`src/design/tgpm_pkg.sv`:
```
// ----------------------------------------------------------------------------
// tgpm_pkg
// Shared constants and types for the tint / gradient pixel map pipeline.
// ----------------------------------------------------------------------------
package tgpm_pkg;

    // Level and scale constants
    localparam int unsigned LEVEL_W    = 8;
    localparam int unsigned COLOR_W    = 24;
    localparam int unsigned CFG_IDX_W  = 8;
    localparam logic [7:0]  LEVEL_MAX  = 8'd255;
    localparam logic [7:0]  LEVEL_HALF = 8'd127;
    localparam logic [8:0]  LEVEL_MID  = 9'd128;
    localparam logic [15:0] SQ_SCALE   = 16'd65025;

    // floor(2^32 / 65025): estimate is exact or one low
    localparam logic [16:0] TINT_RECIP = 17'd66051;
    // 257 / 2^16 approximates 1/255 from below
    localparam logic [8:0]  BYTE_RECIP = 9'd257;

    // Register indexes
    localparam logic [CFG_IDX_W-1:0] CFG_TINT_LEVEL = 8'd0;
    localparam logic [CFG_IDX_W-1:0] CFG_GRAD_LOW   = 8'd1;
    localparam logic [CFG_IDX_W-1:0] CFG_GRAD_MID   = 8'd2;
    localparam logic [CFG_IDX_W-1:0] CFG_GRAD_HIGH  = 8'd3;

    // Register reset values
    localparam logic [7:0]         RST_TINT_LEVEL = 8'd0;
    localparam logic [COLOR_W-1:0] RST_GRAD_LOW   = 24'd0;
    localparam logic [COLOR_W-1:0] RST_GRAD_MID   = 24'd255;
    localparam logic [COLOR_W-1:0] RST_GRAD_HIGH  = 24'd65535;

    // Pipeline latency from accepted request to result strobe
    localparam int unsigned LATENCY = 8;

    // Gradient colours
    typedef struct packed {
        logic [COLOR_W-1:0] low;
        logic [COLOR_W-1:0] mid;
        logic [COLOR_W-1:0] high;
    } t_grad_cfg;

    // Tinted level handed from the tint stage to the blend stage
    typedef struct packed {
        logic               valid;
        logic [LEVEL_W-1:0] level;
    } t_level_req;

endpackage

```
`src/design/tint_gradient_pixel_map.sv`:
```
// ----------------------------------------------------------------------------
// tint_gradient_pixel_map
// Per-pixel tint and three-colour gradient map.
// ----------------------------------------------------------------------------
// One pixel request per clock: a request is taken whenever start is high and
// busy is low, and busy is low at all times outside reset. Each result
// appears on the o_out_ch* ports with o_valid high for exactly one cycle,
// in request order; the receiver cannot stall, so nothing holds the
// pipeline. Each request passes through the five-stage tint pipeline (square,
// weight multiply, sum, reciprocal multiply, correction) and then the
// three-stage blend (weighted sums, reciprocal multiply, correction).
// Registers are written through the cfg channel, which is always ready
// outside reset; write them only while no request is in flight.
module tint_gradient_pixel_map (
    input  logic        i_clk,
    input  logic        i_rst_n,
    input  logic        start,
    output logic        busy,
    input  logic [7:0]  i_pixel_level,
    output logic        o_valid,
    output logic [7:0]  o_out_ch0,
    output logic [7:0]  o_out_ch1,
    output logic [7:0]  o_out_ch2,
    input  logic        i_cfg_valid,
    output logic        o_cfg_ready,
    input  logic [tgpm_pkg::CFG_IDX_W-1:0] i_cfg_index,
    input  logic [tgpm_pkg::COLOR_W-1:0]   i_cfg_data
);

    logic                 req_acc;
    logic [7:0]           r_tint;
    tgpm_pkg::t_grad_cfg  r_grad;
    tgpm_pkg::t_level_req tint_req;

    assign busy        = ~i_rst_n;
    assign o_cfg_ready = i_rst_n;
    assign req_acc     = start & ~busy;

    // Configuration registers
    always_ff @(posedge i_clk) begin
        if (!i_rst_n) begin
            r_tint      <= tgpm_pkg::RST_TINT_LEVEL;
            r_grad.low  <= tgpm_pkg::RST_GRAD_LOW;
            r_grad.mid  <= tgpm_pkg::RST_GRAD_MID;
            r_grad.high <= tgpm_pkg::RST_GRAD_HIGH;
        end else if (i_cfg_valid && o_cfg_ready) begin
            unique case (i_cfg_index)
                tgpm_pkg::CFG_TINT_LEVEL: r_tint      <= i_cfg_data[7:0];
                tgpm_pkg::CFG_GRAD_LOW:   r_grad.low  <= i_cfg_data;
                tgpm_pkg::CFG_GRAD_MID:   r_grad.mid  <= i_cfg_data;
                tgpm_pkg::CFG_GRAD_HIGH:  r_grad.high <= i_cfg_data;
                default: ;
            endcase
        end
    end

    tgpm_tint u_tint (
        .i_clk   (i_clk),
        .i_rst_n (i_rst_n),
        .i_valid (req_acc),
        .i_level (i_pixel_level),
        .i_tint  (r_tint),
        .o_req   (tint_req)
    );

    tgpm_blend u_blend (
        .i_clk   (i_clk),
        .i_rst_n (i_rst_n),
        .i_req   (tint_req),
        .i_grad  (r_grad),
        .o_valid (o_valid),
        .o_ch0   (o_out_ch0),
        .o_ch1   (o_out_ch1),
        .o_ch2   (o_out_ch2)
    );

endmodule

```
`src/design/tgpm_tint.sv`:
```
// ----------------------------------------------------------------------------
// tgpm_tint
// Five-stage tint pipeline: t = clamp(trunc((g*65025 + w*(c-g)) / 65025)),
// w = 65025 - 4*(g-128)^2.
// ----------------------------------------------------------------------------
module tgpm_tint (
    input  logic                       i_clk,
    input  logic                       i_rst_n,
    input  logic                       i_valid,
    input  logic [tgpm_pkg::LEVEL_W-1:0] i_level,
    input  logic [tgpm_pkg::LEVEL_W-1:0] i_tint,
    output tgpm_pkg::t_level_req       o_req
);

    // Valid bits for each stage
    logic [4:0] r_vld;

    // Stage 1: square of offset from mid-gray, distance to tint
    logic signed [8:0]  d1;
    logic signed [17:0] dsq_full;
    logic [7:0]         r_g1;
    logic [14:0]        r_dsq1;
    logic signed [8:0]  r_diff1;

    assign d1       = $signed({1'b0, i_level}) - $signed(tgpm_pkg::LEVEL_MID);
    assign dsq_full = d1 * d1;

    always_ff @(posedge i_clk) begin
        r_g1    <= i_level;
        r_dsq1  <= dsq_full[14:0];
        r_diff1 <= $signed({1'b0, i_tint}) - $signed({1'b0, i_level});
    end

    // Stage 2: weight times distance, scaled gray level
    logic signed [17:0] w2;
    logic signed [26:0] r_prod2;
    logic [23:0]        r_gsc2;

    assign w2 = $signed({2'b00, tgpm_pkg::SQ_SCALE}) - $signed({1'b0, r_dsq1, 2'b00});

    always_ff @(posedge i_clk) begin
        r_prod2 <= 27'(w2 * r_diff1);
        r_gsc2  <= 24'(r_g1 * tgpm_pkg::SQ_SCALE);
    end

    // Stage 3: numerator
    logic signed [26:0] r_num3;

    always_ff @(posedge i_clk) begin
        r_num3 <= $signed({3'b000, r_gsc2}) + r_prod2;
    end

    // Stage 4: reciprocal estimate of the quotient
    logic [42:0] qprod4;
    logic [9:0]  r_q4;
    logic [25:0] r_mag4;
    logic        r_neg4;

    assign qprod4 = 43'(r_num3[25:0] * tgpm_pkg::TINT_RECIP);

    always_ff @(posedge i_clk) begin
        r_q4   <= qprod4[41:32];
        r_mag4 <= r_num3[25:0];
        r_neg4 <= r_num3[26];
    end

    // Stage 5: correct the estimate, saturate
    logic [25:0] rem5;
    logic [9:0]  q5;
    logic [7:0]  t5;
    logic [7:0]  r_t5;

    always_comb begin
        rem5 = r_mag4 - 26'(r_q4 * tgpm_pkg::SQ_SCALE);
        q5   = r_q4 + 10'(rem5 >= 26'(tgpm_pkg::SQ_SCALE));
        if (r_neg4) begin
            t5 = '0;
        end else if (q5 > 10'(tgpm_pkg::LEVEL_MAX)) begin
            t5 = tgpm_pkg::LEVEL_MAX;
        end else begin
            t5 = q5[7:0];
        end
    end

    always_ff @(posedge i_clk) begin
        r_t5 <= t5;
    end

    // Valid shift line
    always_ff @(posedge i_clk) begin
        if (!i_rst_n) begin
            r_vld <= '0;
        end else begin
            r_vld <= {r_vld[3:0], i_valid};
        end
    end

    assign o_req.valid = r_vld[4];
    assign o_req.level = r_t5;

endmodule

```
`src/design/tgpm_blend.sv`:
```
// ----------------------------------------------------------------------------
// tgpm_blend
// Three-stage gradient blend: pick colour pair by level, weight each channel,
// divide by 255.
// ----------------------------------------------------------------------------
module tgpm_blend (
    input  logic                 i_clk,
    input  logic                 i_rst_n,
    input  tgpm_pkg::t_level_req i_req,
    input  tgpm_pkg::t_grad_cfg  i_grad,
    output logic                 o_valid,
    output logic [7:0]           o_ch0,
    output logic [7:0]           o_ch1,
    output logic [7:0]           o_ch2
);

    logic [2:0] r_vld;

    // Stage 6: colour pair, weight, weighted sums
    logic [23:0] lower6;
    logic [23:0] upper6;
    logic [8:0]  r2x;
    logic [7:0]  r6;
    logic [7:0]  rinv6;
    logic [15:0] r_sum6 [3];

    always_comb begin
        r2x = {i_req.level, 1'b0};
        if (i_req.level <= tgpm_pkg::LEVEL_HALF) begin
            lower6 = i_grad.low;
            upper6 = i_grad.mid;
            r6     = r2x[7:0];
        end else begin
            lower6 = i_grad.mid;
            upper6 = i_grad.high;
            r6     = 8'(r2x - 9'(tgpm_pkg::LEVEL_MAX));
        end
        rinv6 = tgpm_pkg::LEVEL_MAX - r6;
    end

    always_ff @(posedge i_clk) begin
        for (int k = 0; k < 3; k++) begin
            r_sum6[k] <= 16'(rinv6 * lower6[8*k +: 8]) + 16'(r6 * upper6[8*k +: 8]);
        end
    end

    // Stage 7: quotient estimate (exact or one low)
    logic [7:0]  r_q7   [3];
    logic [15:0] r_sum7 [3];

    always_ff @(posedge i_clk) begin
        for (int k = 0; k < 3; k++) begin
            r_q7[k]   <= 8'((25'(r_sum6[k] * tgpm_pkg::BYTE_RECIP)) >> 16);
            r_sum7[k] <= r_sum6[k];
        end
    end

    // Stage 8: correction into output registers
    logic [15:0] rem8 [3];
    logic [7:0]  q8   [3];
    logic [7:0]  r_out [3];

    always_comb begin
        for (int k = 0; k < 3; k++) begin
            rem8[k] = r_sum7[k] - 16'(r_q7[k] * tgpm_pkg::LEVEL_MAX);
            q8[k]   = r_q7[k] + 8'(rem8[k] >= 16'(tgpm_pkg::LEVEL_MAX));
        end
    end

    always_ff @(posedge i_clk) begin
        for (int k = 0; k < 3; k++) begin
            r_out[k] <= q8[k];
        end
    end

    always_ff @(posedge i_clk) begin
        if (!i_rst_n) begin
            r_vld <= '0;
        end else begin
            r_vld <= {r_vld[1:0], i_req.valid};
        end
    end

    assign o_valid = r_vld[2];
    assign o_ch0   = r_out[0];
    assign o_ch1   = r_out[1];
    assign o_ch2   = r_out[2];

endmodule

```
`config.mk`:
```
export PLATFORM = sky130hd
export DESIGN_NAME = tint_gradient_pixel_map
export DESIGN_NICKNAME = d
export VERILOG_FILES = /design/src/design/tgpm_pkg.sv /design/src/design/tint_gradient_pixel_map.sv /design/src/design/tgpm_tint.sv /design/src/design/tgpm_blend.sv
export SDC_FILE = /design/constraint.sdc
export NUM_CORES = 2
export LEC_CHECK = 0
export BUFFER_PORTS_ARGS = -buffer_cell sky130_fd_sc_hd__clkbuf_2
export CORE_AREA = 4 4 342 260
export CTS_CLUSTER_SIZE = 30
export DETAILED_ROUTE_END_ITERATION = 10
export DIE_AREA = 0 0 346 264
export HOLD_SLACK_MARGIN = 0.06
export PLACE_DENSITY = 0.72
export SYNTH_ARGS = -nofsm -noshare
export SYNTH_HDL_FRONTEND = slang
export SYNTH_SLANG_ARGS = --single-unit
```
`constraint.sdc`:
```
create_clock -name i_clk -period 6.3 [get_ports i_clk]
set_input_delay 0.945 -clock i_clk [delete_from_list [all_inputs] [get_ports i_clk]]
set_output_delay 0.945 -clock i_clk [all_outputs]
set_load 0.01 [all_outputs]
```
==> Word level (Yosys, flattened, before mapping) <==
Memories as Yosys holds them, arrays and structs flattened.
Index checks and enable logic that the tools add are counted.
{ "classes": {"reduce_logical": 6, "bitwise_logic": 2, "n_mul": 17, "n_eq_ne": 3, "mux": 4, "magnitude_cmp": 6, "addsub": 17} }
{ "op_table": {"columns": ["operator", "count"], "rows": [
  ["$mul 8x8->16", 6],
  ["$mul 16x9->24 const B", 3],
  ["$add 16x16->16", 3],
  ["$ge 16x8->1 const B", 3],
  ["$mul 8x8->16 const B", 3],
  ["$mux 24", 2],
  ["$sub 16x16->16", 3],
  ["$mul 26x17->42 const B", 1],
  ["$add 25x27->27", 1],
  ["$mul 18x9->27", 1],
  ["$ge 26x16->1 const B", 1],
  ["$mul 10x16->26 const B", 1],
  ["$sub 26x26->26", 1],
  ["$add 8x1->8", 3],
  ["$mul 8x16->24 const B", 1],
  ["$sub 16x17->18 const A", 1],
  ["$eq 8x2->1 const B", 2],
  ["$mux 8", 2],
  ["$mul 9x9->15", 1],
  ["$add 10x1->10", 1],
  ["$gt 10x8->1 const B", 1],
  ["$sub 8x8->9", 1],
  ["$sub 8x8->9 const B", 1],
  ["$eq 8x1->1 const B", 1],
  ["other kinds (8)", 11]
]} }
{ "totals": {"in_bits": 44, "ram_bits": 144, "ff_bits": 243, "mem_count": 4, "out_inout_bits": 27} }
{ "mem_list": {"columns": ["name", "words", "width", "rd", "rd_ports_with_merged_regs", "write_ports", "line_no", "source"], "rows": [
  ["u_blend.r_sum6", 3, 16, 3, 0, 3, "tgpm_blend.sv:25", "logic [15:0] r_sum6 [3];"],
  ["u_blend.r_sum7", 3, 16, 3, 0, 3, "tgpm_blend.sv:49", "logic [15:0] r_sum7 [3];"],
  ["u_blend.r_out", 3, 8, 3, 0, 3, "tgpm_blend.sv:61", "logic [7:0] r_out [3];"],
  ["u_blend.r_q7", 3, 8, 3, 0, 3, "tgpm_blend.sv:48", "logic [7:0] r_q7 [3];"]
]} }

==> Depth between registers and ports, before layout <==
{ "depth": {"depth_word": 6, "ltp_mapped": 27} }

==> Cells and area by module <==
Synthesis repeated with hierarchy kept, for this count alone.
{ "unflattened": {"cells_unflattened": 5112, "hier_area_um2": 48355.1} }
{ "modules_own_cells": {"columns": ["mod", "area_each_um2", "cells_each", "n_inst"], "rows": [
  ["tgpm_blend", 25290.5, 2752, 1],
  ["tgpm_tint", 19927.9, 2049, 1],
  ["tint_gradient_pixel_map", 3136.8, 311, 1]
]} }

==> Worst setup path after synthesis <==
Ideal clock, no wire load.
{ "synth_path": {"path_type": "register -> register", "startpoint": "reg u_tint.r_q4[6]", "endpoint": "reg u_tint.r_t5[0]", "n_path_buf": 1, "setup_time_ns": 0.131, "required_time_ns": 6.169, "path_stages_with_launch": 28, "synth_period_minus_slack_ns": 6.285, "path_slack_ns": 0.015, "arrival_ns": 6.153, "cell_sequence": "dfxtp_1 > inv_1 > fa_1 > inv_1 > fa_1 > ha_1 > inv_1 > fa_1 > inv_1 > fa_1 > inv_1 > ha_1 > clkbuf_1 > nand4_1 > inv_1 > o2111a_1 > o41ai_2 > nor2_1 > or3_1 > and4_1 > o2111ai_1 > ha_1 > ha_1 > and3_1 > nand3_1 > xnor2_1 > nor2_1 > a21oi_1"} }
{ "synth_between": {"elab_chain_len": 6} }
{ "synth_lines": {"columns": ["element", "line_no", "source"], "rows": [
  ["start: declaration", "tgpm_tint.sv:55", "logic [9:0] r_q4;"],
  ["start signal: assignment", "tgpm_tint.sv:62", "r_q4 <= qprod4[41:32];"],
  ["$mul 10x16->26", "tgpm_tint.sv:74", "rem5 = r_mag4 - 26'(r_q4 * tgpm_pkg::SQ_SCALE);"],
  ["$sub 26x26->26", "tgpm_tint.sv:74", null],
  ["$ge 26x16->1", "tgpm_tint.sv:75", "q5 = r_q4 + 10'(rem5 >= 26'(tgpm_pkg::SQ_SCALE));"],
  ["$add 10x1->10 (*)", "tgpm_tint.sv:75", null],
  ["$gt 10x8->1", "tgpm_tint.sv:78", "end else if (q5 > 10'(tgpm_pkg::LEVEL_MAX)) begin"],
  ["$mux 8 (*)", "tgpm_tint.sv:78", null],
  ["end signal: assignment", "tgpm_tint.sv:86", "r_t5 <= t5;"],
  ["end: declaration", "tgpm_tint.sv:71", "logic [7:0] r_t5;"]
]} }
Mark *: on every way between the ends. The rest lies on a longest branch, timed or not.
A chain may end at the register's enable or synchronous reset.

==> run summary <==
The flow ran to the end, and the final reports show no timing, DRC or antenna violations. Area growth from synthesis to layout: 8.30%. For this block, the routed nets add up to 101000 um of wire.

The number of global-route vias before repair came out at 34680. The post-route clock period utilization was 96.5%; the time the final worst path needs with I/O delays and setup was 6.08 ns. Aggregate global-route resource usage: 22.7%. The critical path goes through inv_1, buf_4, a21oi_1, buf_4, nor2b_1, fa_1, fa_1, fa_1, fa_1, inv_1, fa_1, fa_1, inv_1, ha_1, nor2b_1, o21ai_0, a211oi_1, nor2_1, a21oi_1, xor2_1. Count of nets left with antenna violations after detail routing: 0. Clock skew on the completed layout was measured at 0.0178 ns.

Setup violations remaining at the end of the flow were counted as 0. The placed instance area came out at 0.0498 mm2. Most used flip-flop cell after synthesis: sky130_fd_sc_hd__dfxtp_1. The clock passes through at most 3 buffers.

Most numerous cell on the critical path: sky130_fd_sc_hd__fa_1. The DRC violation count after routing is 0, and the number of fill cells is 7196. Grouping stages by cell kind, the critical path spends the most delay in adder cells.

The normalized max-slew margin was 15.2%; the TritonCTS buffer count was 43. The half-perimeter wire length after detailed placement came out at 84300 um. Counting flops with a built-in enable in the synthesized netlist gives 0.

The routed wirelength normalized by instance count came out at 15.8 um. After clock tree synthesis, the clock-pin slew on the worst setup and hold paths is 0.06 ns. The tools report the data arrival at the endpoint of the critical path as 6.58 ns. The routed layout has 33485 vias. Measured along the y axis, the die boundary spans 264 um. Counting flops and latches in the post-synthesis netlist gives 383.

The run gives 0.0358 mm2 as the multi-input logic area. For hold timing, the worst endpoint is u_tint.r_neg4$_DFF_P_. The largest single stage delay on the critical path is 0.52 ns. The congestion estimate from routability-driven global placement came to 0.906. The finished cells cover 0.0514 mm2.

The run gives 0.59 ns as the worst-skew pair later-pin latency. The combined flip-flop and latch cell area is 0.00768 mm2, and the sum of overflow across all layers after global routing is 0. TritonCTS built the clock tree. The x dimension of the die was 346 um; the slack of the worst reg-to-reg path was 0.22 ns. Cell at the root of the clock tree: sky130_fd_sc_hd__clkbuf_16. After the first detailed-routing iteration, the DRC count stood at 1930. The slew at the pin closest to its max-slew limit is 1.27 ns, and the depth of the worst hold-timing path is 0. The number of warnings reported in the yosys synthesis log was 0.

The finished layout holds 6363 standard cells, fillers aside. The worst register-to-register path has a depth of 20. For this run, asynchronously set or reset flops after synthesis account for 0%. The number of I/O pins is 71. After synthesis the cells add up to 0.0475 mm2.

Hold repair after CTS inserted 0 buffers. Sequential cells were found to cover 16.1% of the synthesized design area. Setup repair after global routing could not meet its margin everywhere. The clock sink total came out at 383. The startpoint of the most critical setup path is u_tint.r_t5[7]$_SDFF_PP0_. The maximum achievable frequency came out at 164 MHz.

For the wire length of the first global-routing pass, the log shows 173000 um. STA classifies the critical path endpoint as a flip-flop. CTS built an H-tree with a depth of 2. The tools report the reg-to-reg endpoint as u_blend.r_sum6[0][30]$_DFF_P_.

The core region is 0.0854 mm2. For the initial cell density of the core, the log shows 55.6%. Number of buffer and inverter instances along the worst setup path: 5.

The quantity of I/O buffers inserted on ports was 70; the maximum fanout encountered on the critical timing path was 15. The number of hold-slack violations in the final timing report came out at 0. For the number of antenna violations at the first check in global routing, the log shows 3. The class of the tightest hold or removal check is reg -> reg. In this run the mean area of a mapped cell was 9.40 um2. The synthesized netlist contains 86 unique library cells. The via-per-instance ratio came out at 5.26. For the number of max-slew violations in the final report, the log shows 0. Entering global routing, the biggest net connects 57 pins. The floorplan has 93 rows. On the critical path, the stage with the largest delay is an instance of sky130_fd_sc_hd__fa_1. Hold path startpoint: u_tint.r_num3[26]$_DFF_P_. Across the run, the number of max-cap violations was 0. STA classifies the critical path startpoint as a flip-flop. In this run the critical register-to-register path is launched from u_tint.r_t5[7]$_SDFF_PP0_.

For the instance count after placement with tap cells included, the log shows 6283. Data on the critical path is required at its endpoint by 6.80 ns. Of the cells placed in the final design, the portion with a size suffix greater than 1 is 8.16%. For this run, the post-layout net count is 6695. Synthesis produced 5052 cells. Detailed-router iteration count before antenna repair: 5.

The setup path with the least slack is of type reg -> reg. The floorplan step defined a die boundary enclosing 0.0913 mm2.
area by class of cell:
type / instances / share of cell area (%)
tap: 1140 / 2.77
inverter: 1034 / 7.54
sequential: 383 / 14.9
timing repair buffer: 183 / 2.41
clock buffer: 49 / 2.23
clock inverter: 28 / 0.554
antenna: 1 / 0.00486
multi-input combinational: 3545 / 69.6
per-stage QoR:
stage          hold slack [ns]  utilization [%]  setup WS [ns]  setup TNS, ns
6_report                 0.327             60.2          0.220              0
2_1_floorplan            0.310                -         0.0153              0
4_1_cts                  0.327             60.0         0.0333              0
5_1_grt                  0.333             60.2        -0.0604         -0.160
3_3_place_gp             0.310             58.3          0.110              0
3_5_place_dp             0.313             58.3       -0.00649       -0.00659
worst reg2reg max path: stages (launching register included):
cell and delay, ns:
sky130_fd_sc_hd__dfxtp_2 0.45, sky130_fd_sc_hd__inv_1 0.14, sky130_fd_sc_hd__buf_4 0.23, sky130_fd_sc_hd__a21oi_1 0.39, sky130_fd_sc_hd__buf_4 0.23, sky130_fd_sc_hd__nor2b_1 0.07, sky130_fd_sc_hd__fa_1 0.45, sky130_fd_sc_hd__fa_1 0.47
sky130_fd_sc_hd__fa_1 0.52, sky130_fd_sc_hd__fa_1 0.52, sky130_fd_sc_hd__inv_1 0.06, sky130_fd_sc_hd__fa_1 0.46, sky130_fd_sc_hd__fa_1 0.49, sky130_fd_sc_hd__inv_1 0.04, sky130_fd_sc_hd__ha_1 0.37, sky130_fd_sc_hd__nor2b_1 0.20
sky130_fd_sc_hd__o21ai_0 0.16, sky130_fd_sc_hd__a211oi_1 0.35, sky130_fd_sc_hd__nor2_1 0.10, sky130_fd_sc_hd__a21oi_1 0.16, sky130_fd_sc_hd__xor2_1 0.16
registers in the layout, indices dropped and copies added (netlist names):
| register | count |
|---|---|
| r_grad | 72 |
| r_tint | 8 |
| u_blend.r_out | 24 |
| u_blend.r_q7 | 24 |
| u_blend.r_sum6 | 48 |
| u_blend.r_sum7 | 48 |
| u_blend.r_vld | 3 |
| u_tint.r_diff1 | 9 |
| u_tint.r_dsq1 | 13 |
| u_tint.r_g1 | 8 |
| u_tint.r_gsc2 | 22 |
| u_tint.r_mag4 | 26 |
| u_tint.r_neg4 | 1 |
| u_tint.r_num3 | 27 |
| u_tint.r_prod2 | 27 |
| u_tint.r_q4 | 10 |
| u_tint.r_t5 | 8 |
| u_tint.r_vld | 5 |
synthesized netlist by cell type, types with 16 or more instances:
master	number	area [um2]
sky130_fd_sc_hd__nand2b_1	40	250
sky130_fd_sc_hd__mux2i_1	16	160
sky130_fd_sc_hd__and3_1	23	144
sky130_fd_sc_hd__nand3_1	72	360
sky130_fd_sc_hd__xor2_1	60	526
sky130_fd_sc_hd__nor2_1	224	841
sky130_fd_sc_hd__a31oi_1	23	144
sky130_fd_sc_hd__a211oi_1	17	128
sky130_fd_sc_hd__o21ai_0	86	430
sky130_fd_sc_hd__o31ai_1	16	120
sky130_fd_sc_hd__nor2b_1	130	813
sky130_fd_sc_hd__nor3_1	43	215
sky130_fd_sc_hd__nand4_1	24	150
sky130_fd_sc_hd__and2_1	120	751
sky130_fd_sc_hd__clkbuf_1	82	308
sky130_fd_sc_hd__or2_2	99	619
sky130_fd_sc_hd__xnor2_1	173	1520
sky130_fd_sc_hd__dfxtp_1	383	7670
sky130_fd_sc_hd__o21bai_1	16	120
sky130_fd_sc_hd__o21a_1	29	218
sky130_fd_sc_hd__a21boi_0	16	120
sky130_fd_sc_hd__a21o_1	70	526
sky130_fd_sc_hd__nand2_1	372	1400
sky130_fd_sc_hd__a21oi_1	230	1150
sky130_fd_sc_hd__ha_1	781	9770
sky130_fd_sc_hd__o211ai_1	17	128
sky130_fd_sc_hd__inv_1	1029	3860
sky130_fd_sc_hd__fa_1	680	13600
cell families after synthesis:
logic type	Yosys count	synth area share (%)
fa+ha+maj	1462	49.2
other cells	1	0.00789
simple gates	1206	12.6
compound gates	620	8.33
flops	383	16.1
mux	21	0.479
xor+xnor	233	4.30
buf+inv	1126	8.92
worst max path at each step:
stage / to / cells past startpoint
CTS: u_blend.r_sum6[0][31]$_DFF_P_ / 20
detailed placement: u_tint.r_t5[5]$_SDFF_PP0_ / 26
global placement: u_tint.r_t5[1]$_SDFF_PP0_ / 26
floorplan: u_tint.r_t5[0]$_SDFF_PP0_ / 27
global route: u_blend.r_sum6[0][15]$_DFF_P_ / 18
finish: u_blend.r_sum6[0][30]$_DFF_P_ / 20
placed cells by master (no fill, tap or decap), drive strengths merged, types with 15 or more instances in the layout:
cell,synthesis,layout
a211oi,18,18
a21boi,18,18
a21o,71,71
a21oi,231,231
a31oi,23,23
and2,120,120
and3,23,23
buf,10,113
clkbuf,82,119
clkinv,3,15
dfxtp,383,383
fa,680,680
ha,781,781
inv,1031,1038
mux2i,17,17
nand2,372,372
nand2b,40,40
nand3,72,72
nand4,24,24
nor2,224,224
nor2b,130,130
nor3,44,44
o211ai,17,17
o21a,29,29
o21ai,95,95
o21bai,17,17
o31ai,16,16
or2,101,101
xnor2,173,173
xor2,60,60
layer usage:
metal | GRT usage (%) | routed length, um | up-vias
met5 | 0 | 20 | -
met4 | 4.28 | 1550 | 2
met3 | 4.07 | 6500 | 94
met2 | 34.5 | 43000 | 760
met1 | 34.2 | 49700 | 16321
li1 | - | - | 16308
what timing repair did:
action,CTS,global route
gates cloned,0,0
pin swaps,0,14
gates resized for setup,1,44
setup buffers,0,2
endpoints found under the setup margin,7,22
Power is left out: the tool's default activity adds up to more than one toggle a clock period on the data nets, which glitch-free logic cannot reach.
